### config.mk
export PLATFORM = sky130hd
export DESIGN_NAME = q5kd_queue
export DESIGN_NICKNAME = d
export VERILOG_FILES = /design/src/hw/rtl/q5kd_pkg.sv /design/src/hw/rtl/q5kd_queue.sv
export SDC_FILE = /design/constraint.sdc
export NUM_CORES = 1
export LEC_CHECK = 0
export BUFFER_PORTS_ARGS = -buffer_cell sky130_fd_sc_hd__buf_2
export CAP_MARGIN = 5
export CORE_MARGIN = 4
export CORE_UTILIZATION = 39
export CTS_CLUSTER_SIZE = 30
export DETAILED_ROUTE_END_ITERATION = 10
export PLACE_DENSITY = 0.59
export SYNTH_ARGS = -nofsm -noshare
export SYNTH_HDL_FRONTEND = slang
export SYNTH_SLANG_ARGS = --single-unit
### constraint.sdc
create_clock -name clk_i -period 4.5 [get_ports clk_i]
set_input_delay 1.125 -clock clk_i [delete_from_list [all_inputs] [get_ports clk_i]]
set_output_delay 1.125 -clock clk_i [all_outputs]
set_load 0.03 [all_outputs]
### src/hw/rtl/q5kd_pkg.sv
// ----------------------------------------------------------------------------
// q5kd_pkg
// Shared types, constants and the scale/min unpacking function of the Q5_K
// super-block dequantiser.
// ----------------------------------------------------------------------------
package q5kd_pkg;

  localparam int unsigned VALUES_PER_RESULT = 8;
  localparam int unsigned IDX_W             = 5;
  localparam int unsigned WORD_W            = 64;
  localparam int unsigned FLOAT_W           = 32;
  localparam int unsigned QUEUE_DEPTH       = 2;
  localparam logic [IDX_W-1:0] FIRST_DATA_WORD = 5'd6;
  localparam logic [IDX_W-1:0] LAST_WORD       = 5'd21;
  localparam logic [FLOAT_W-1:0] QNAN_BITS     = 32'h7FC0_0000;

  // what a queued word is used for
  typedef enum logic [1:0] {
    KIND_HDR0,
    KIND_HDR1,
    KIND_HBITS,
    KIND_DATA
  } q5kd_kind_e;

  typedef struct packed {
    q5kd_kind_e        kind;
    logic [IDX_W-1:0]  idx;
    logic [WORD_W-1:0] word;
  } q5kd_entry_t;

  typedef struct packed {
    logic full;
    logic empty;
  } q5kd_qstat_t;

  typedef enum logic [3:0] {
    ST_IDLE,
    ST_MUL0,
    ST_MUL1,
    ST_MUL2,
    ST_ALIGN,
    ST_ABS,
    ST_LZC,
    ST_ROUND,
    ST_OUT
  } q5kd_state_e;

  // 6-bit scale (upper half) and min (lower half) of sub-block j
  // psb holds packed scale bytes 0..11, byte 0 lowest
  function automatic logic [11:0] scale_min(input logic [95:0] psb, input logic [2:0] j);
    logic [7:0] b_j, b_j4, b_jm4;
    logic [5:0] sc, m;
    b_j   = psb[8*j +: 8];
    b_j4  = psb[8*(4'(j) + 4'd4) +: 8];
    b_jm4 = psb[8*(j & 3'd3) +: 8];
    if (!j[2]) begin
      sc = b_j[5:0];
      m  = b_j4[5:0];
    end else begin
      sc = {b_jm4[7:6], b_j4[3:0]};
      m  = {b_j[7:6], b_j4[7:4]};
    end
    return {sc, m};
  endfunction

endpackage

### src/hw/rtl/q5kd_queue.sv
// ----------------------------------------------------------------------------
// q5kd_queue
// Two-entry queue between the front and the back.
// ----------------------------------------------------------------------------
module q5kd_queue import q5kd_pkg::*; (
  input  logic        clk_i,
  input  logic        rst_ni,
  input  logic        push_i,
  input  q5kd_entry_t entry_i,
  input  logic        pop_i,
  output q5kd_entry_t entry_o,
  output q5kd_qstat_t stat_o
);

  localparam int unsigned PTR_W = $clog2(QUEUE_DEPTH);

  q5kd_entry_t          mem_q [QUEUE_DEPTH];
  logic [PTR_W-1:0]     wr_ptr_q, rd_ptr_q;
  logic [PTR_W:0]       count_q;

  assign stat_o.full  = (count_q == (PTR_W+1)'(QUEUE_DEPTH));
  assign stat_o.empty = (count_q == '0);
  assign entry_o      = mem_q[rd_ptr_q];

  // storage
  always_ff @(posedge clk_i) begin
    if (push_i) begin
      mem_q[wr_ptr_q] <= entry_i;
    end
  end

  // pointers
  always_ff @(posedge clk_i or negedge rst_ni) begin
    if (!rst_ni) begin
      wr_ptr_q <= '0;
      rd_ptr_q <= '0;
      count_q  <= '0;
    end else begin
      if (push_i) wr_ptr_q <= wr_ptr_q + 1'b1;
      if (pop_i)  rd_ptr_q <= rd_ptr_q + 1'b1;
      count_q <= count_q + (PTR_W+1)'(push_i) - (PTR_W+1)'(pop_i);
    end
  end

endmodule

==> results.json <==
{
  "cp_max_fo": 31,
  "drv_cap": 0,
  "clkLatencyLatePin_ns": 0.41,
  "slowest_delay_ns": 0.81,
  "grt_antenna_before_repair": 1,
  "num_rows": 43,
  "core_mm2": 0.01404,
  "postSynthAreaPerCell_um2": 24.03,
  "cts_tree": "done",
  "syn_area_mm2": 0.005670,
  "via_per_inst": 4.551,
  "first_pass_iters": 4,
  "p_seq_share_pct": 38.3,
  "drv_slew": 0,
  "slowest_stage": "dfrtp_4",
  "r2r_slack_ns": 2.80,
  "crit_required_ns": 3.38,
  "postCtsSetupRepairBufs": 0,
  "synth_cell_types": 13,
  "multiInputGateArea_mm2": 0.001157,
  "design.die.area_mm2": 0.01653,
  "clock_power_share_pct": 27.4,
  "hold_slack_ns": 0.5092,
  "ctsHoldBuffers": 0,
  "wirelength_mm": 9.955,
  "clk_pin_slew_ns": 0.06,
  "p_sw_mw": 1.683,
  "cp-start-kind": "register",
  "fin_crit_ns": 3.294,
  "grt_overflow": 0,
  "power.leakage_nw": 2.904,
  "die_h_um": 128.6,
  "grt_use_total_pct": 12.34,
  "cp-end-kind": "output pin",
  "drt_iter0_drc": 163,
  "fin_skew_ns": 0.006841,
  "seq_area_mm2": 0.004368,
  "grt_pass1_vias": 2886,
  "fill_cells": 1165,
  "clockBufferDepth": 2,
  "cts-buffers-inserted": 17,
  "path_class": "reg2out",
  "nNetsFinal": 474,
  "tns_ns": 0,
  "slew_headroom_pct": 33.60,
  "fp.dieW_um": 128.6,
  "num_antenna_cells": 0,
  "worstMarginPinSlew_ns": 0.9961,
  "p_int_mw": 3.425,
  "synth_nets": 313,
  "design_area_mm2": 0.007126,
  "grt_max_degree": 72,
  "io_pins": 148,
  "seq_area_frac_synth_pct": 76.96,
  "layout-drive-gt1-share_pct": 61.71,
  "routabilityCongestion": 0.6757,
  "cts_max_level": 4,
  "crit_family": "flip-flops",
  "crit_buf_inv": 2,
  "crit_arrival_ns": 2.17,
  "p_per_area_mw_per_mm2": 716.9,
  "start_util_pct": 40.38,
  "rsz0062_at_grt": "no",
  "via_count": 2685,
  "clock-sinks": 146,
  "vdd_drop_max_mv": 0.4167,
  "power_frac_comb_pct": 34.2,
  "swShare_pct": 32.95,
  "status": "completed",
  "hold_viol": 0,
  "final_antenna_net_count": 0,
  "cts_root_buf": "clkbuf_16",
  "yosys_register_bits": 146,
  "period_share_pct": 73.20,
  "placed_cell_area_mm2": 0.006529,
  "hpwl_mm": 6.381,
  "setup_viol": 0,
  "area_growth_syn_to_layout_pct": 25.66,
  "yosys_warnings": 0,
  "cp_cell_sequence": "buf_4 > mux2_4 > buf_2",
  "drc_errors": 0,
  "grt_pass1_wl_mm": 14.95,
  "wl_per_cell_um": 16.87,
  "synthCells": 236,
  "hold_path.class": "in2async",
  "port_buffers": 147,
  "cts_repair_resize_count": 0,
  "fmax_ghz": 0.3036
}
## logic make-up (layout without fill, tap and decap cells)
family	after synthesis	count (layout)	share of synthesized area, %
flip-flops	146	146	76.96
multiplexers	71	71	18.67
buffers and inverters	10	184	2.802
AND/OR/NAND/NOR	4	4	0.3971
XOR/XNOR	3	3	0.7282
adder cells (fa/ha/maj)	2	2	0.4412
## per-layer routing
metal  up-vias  wire length, µm  GRT usage [%]
met5         -               11              0
met4         2              179          5.559
met3        15              829          5.230
met2       112             4667          19.98
met1      1303             4266          14.34
li1       1253                -              -
## registers in the layout (all words and copies together), names as in the netlist
name / cells
rd_ptr_q: 1
count_q: 2
wr_ptr_q: 1
mem_q: 142
## synth_stat cells
library cell  instances  area [µm²]
nor2b_1               2       12.51
dfrtp_1               4       100.1
ha_1                  2       25.02
buf_6                 1       11.26
inv_1                 2       7.510
xor2_1                2       17.52
edfxtp_1            142        4264
and2_1                1       6.260
buf_12                7       140.1
nor2_1                1       3.750
mux2_4               69        1036
xor3_1                1       23.77
mux2_2                2       22.52
## metrics by stage
step	total power, mW	instances	utilization (%)	worst slack [ns]
5_1_grt	5.331	590	50.74	1.102
4_1_cts	5.180	590	50.74	1.168
3_3_place_gp	3.752	558	46.49	1.630
3_5_place_dp	3.769	558	46.49	1.625
2_1_floorplan	3.436	236	-	1.082
6_report	5.109	590	50.74	1.206
## placed cells by master (no fill, tap or decap), drive strengths merged
cell type and n:
xor3 1, inv 2, buf 150, clkinv 4, nor2b 2, nor2 1
bufinv 3, clkbuf 22, mux2 71, edfxtp 142, and2 1, xor2 2
ha 2, dfrtp 4, clkinvlp 3
## power groups by stage
stage | Clock [mW] | Sequential, mW | Combinational (mW)
4_1_cts | 1.43 | 1.97 | 1.78
3_5_place_dp | 0 | 1.99 | 1.78
5_1_grt | 1.50 | 1.99 | 1.84
2_1_floorplan | 0 | 1.90 | 1.54
6_report | 1.40 | 1.96 | 1.75
3_3_place_gp | 0 | 1.98 | 1.77
## layout make-up
type / count / share of cell area (%)
Sequential cell: 146 / 61.30
Multi-Input combinational cell: 80 / 16.24
Timing Repair Buffer: 150 / 10.82
Clock buffer: 22 / 6.514
Tap cell: 180 / 3.161
Clock inverter: 10 / 1.861
Inverter: 2 / 0.1054
## final timing paths
path                            startpoint      endpoint  depth (start not counted)
worst max-delay path              rd_ptr_q   entry_o[29]                          3
worst min-delay path                rst_ni    count_q[0]                          1
worst max register to register    wr_ptr_q  mem_q[0][13]                          2
worst min register to register    wr_ptr_q      wr_ptr_q                          1
max in group asynchronous           rst_ni      rd_ptr_q                          1
min in group clk_i                wr_ptr_q      wr_ptr_q                          1
## worst reg2reg max path: stages, from the launching register on
cell,delay [ns]
dfrtp_1,0.43
nor2b_4,0.11
buf_4,0.75
Note: power is estimated with default switching activity, not from simulation.
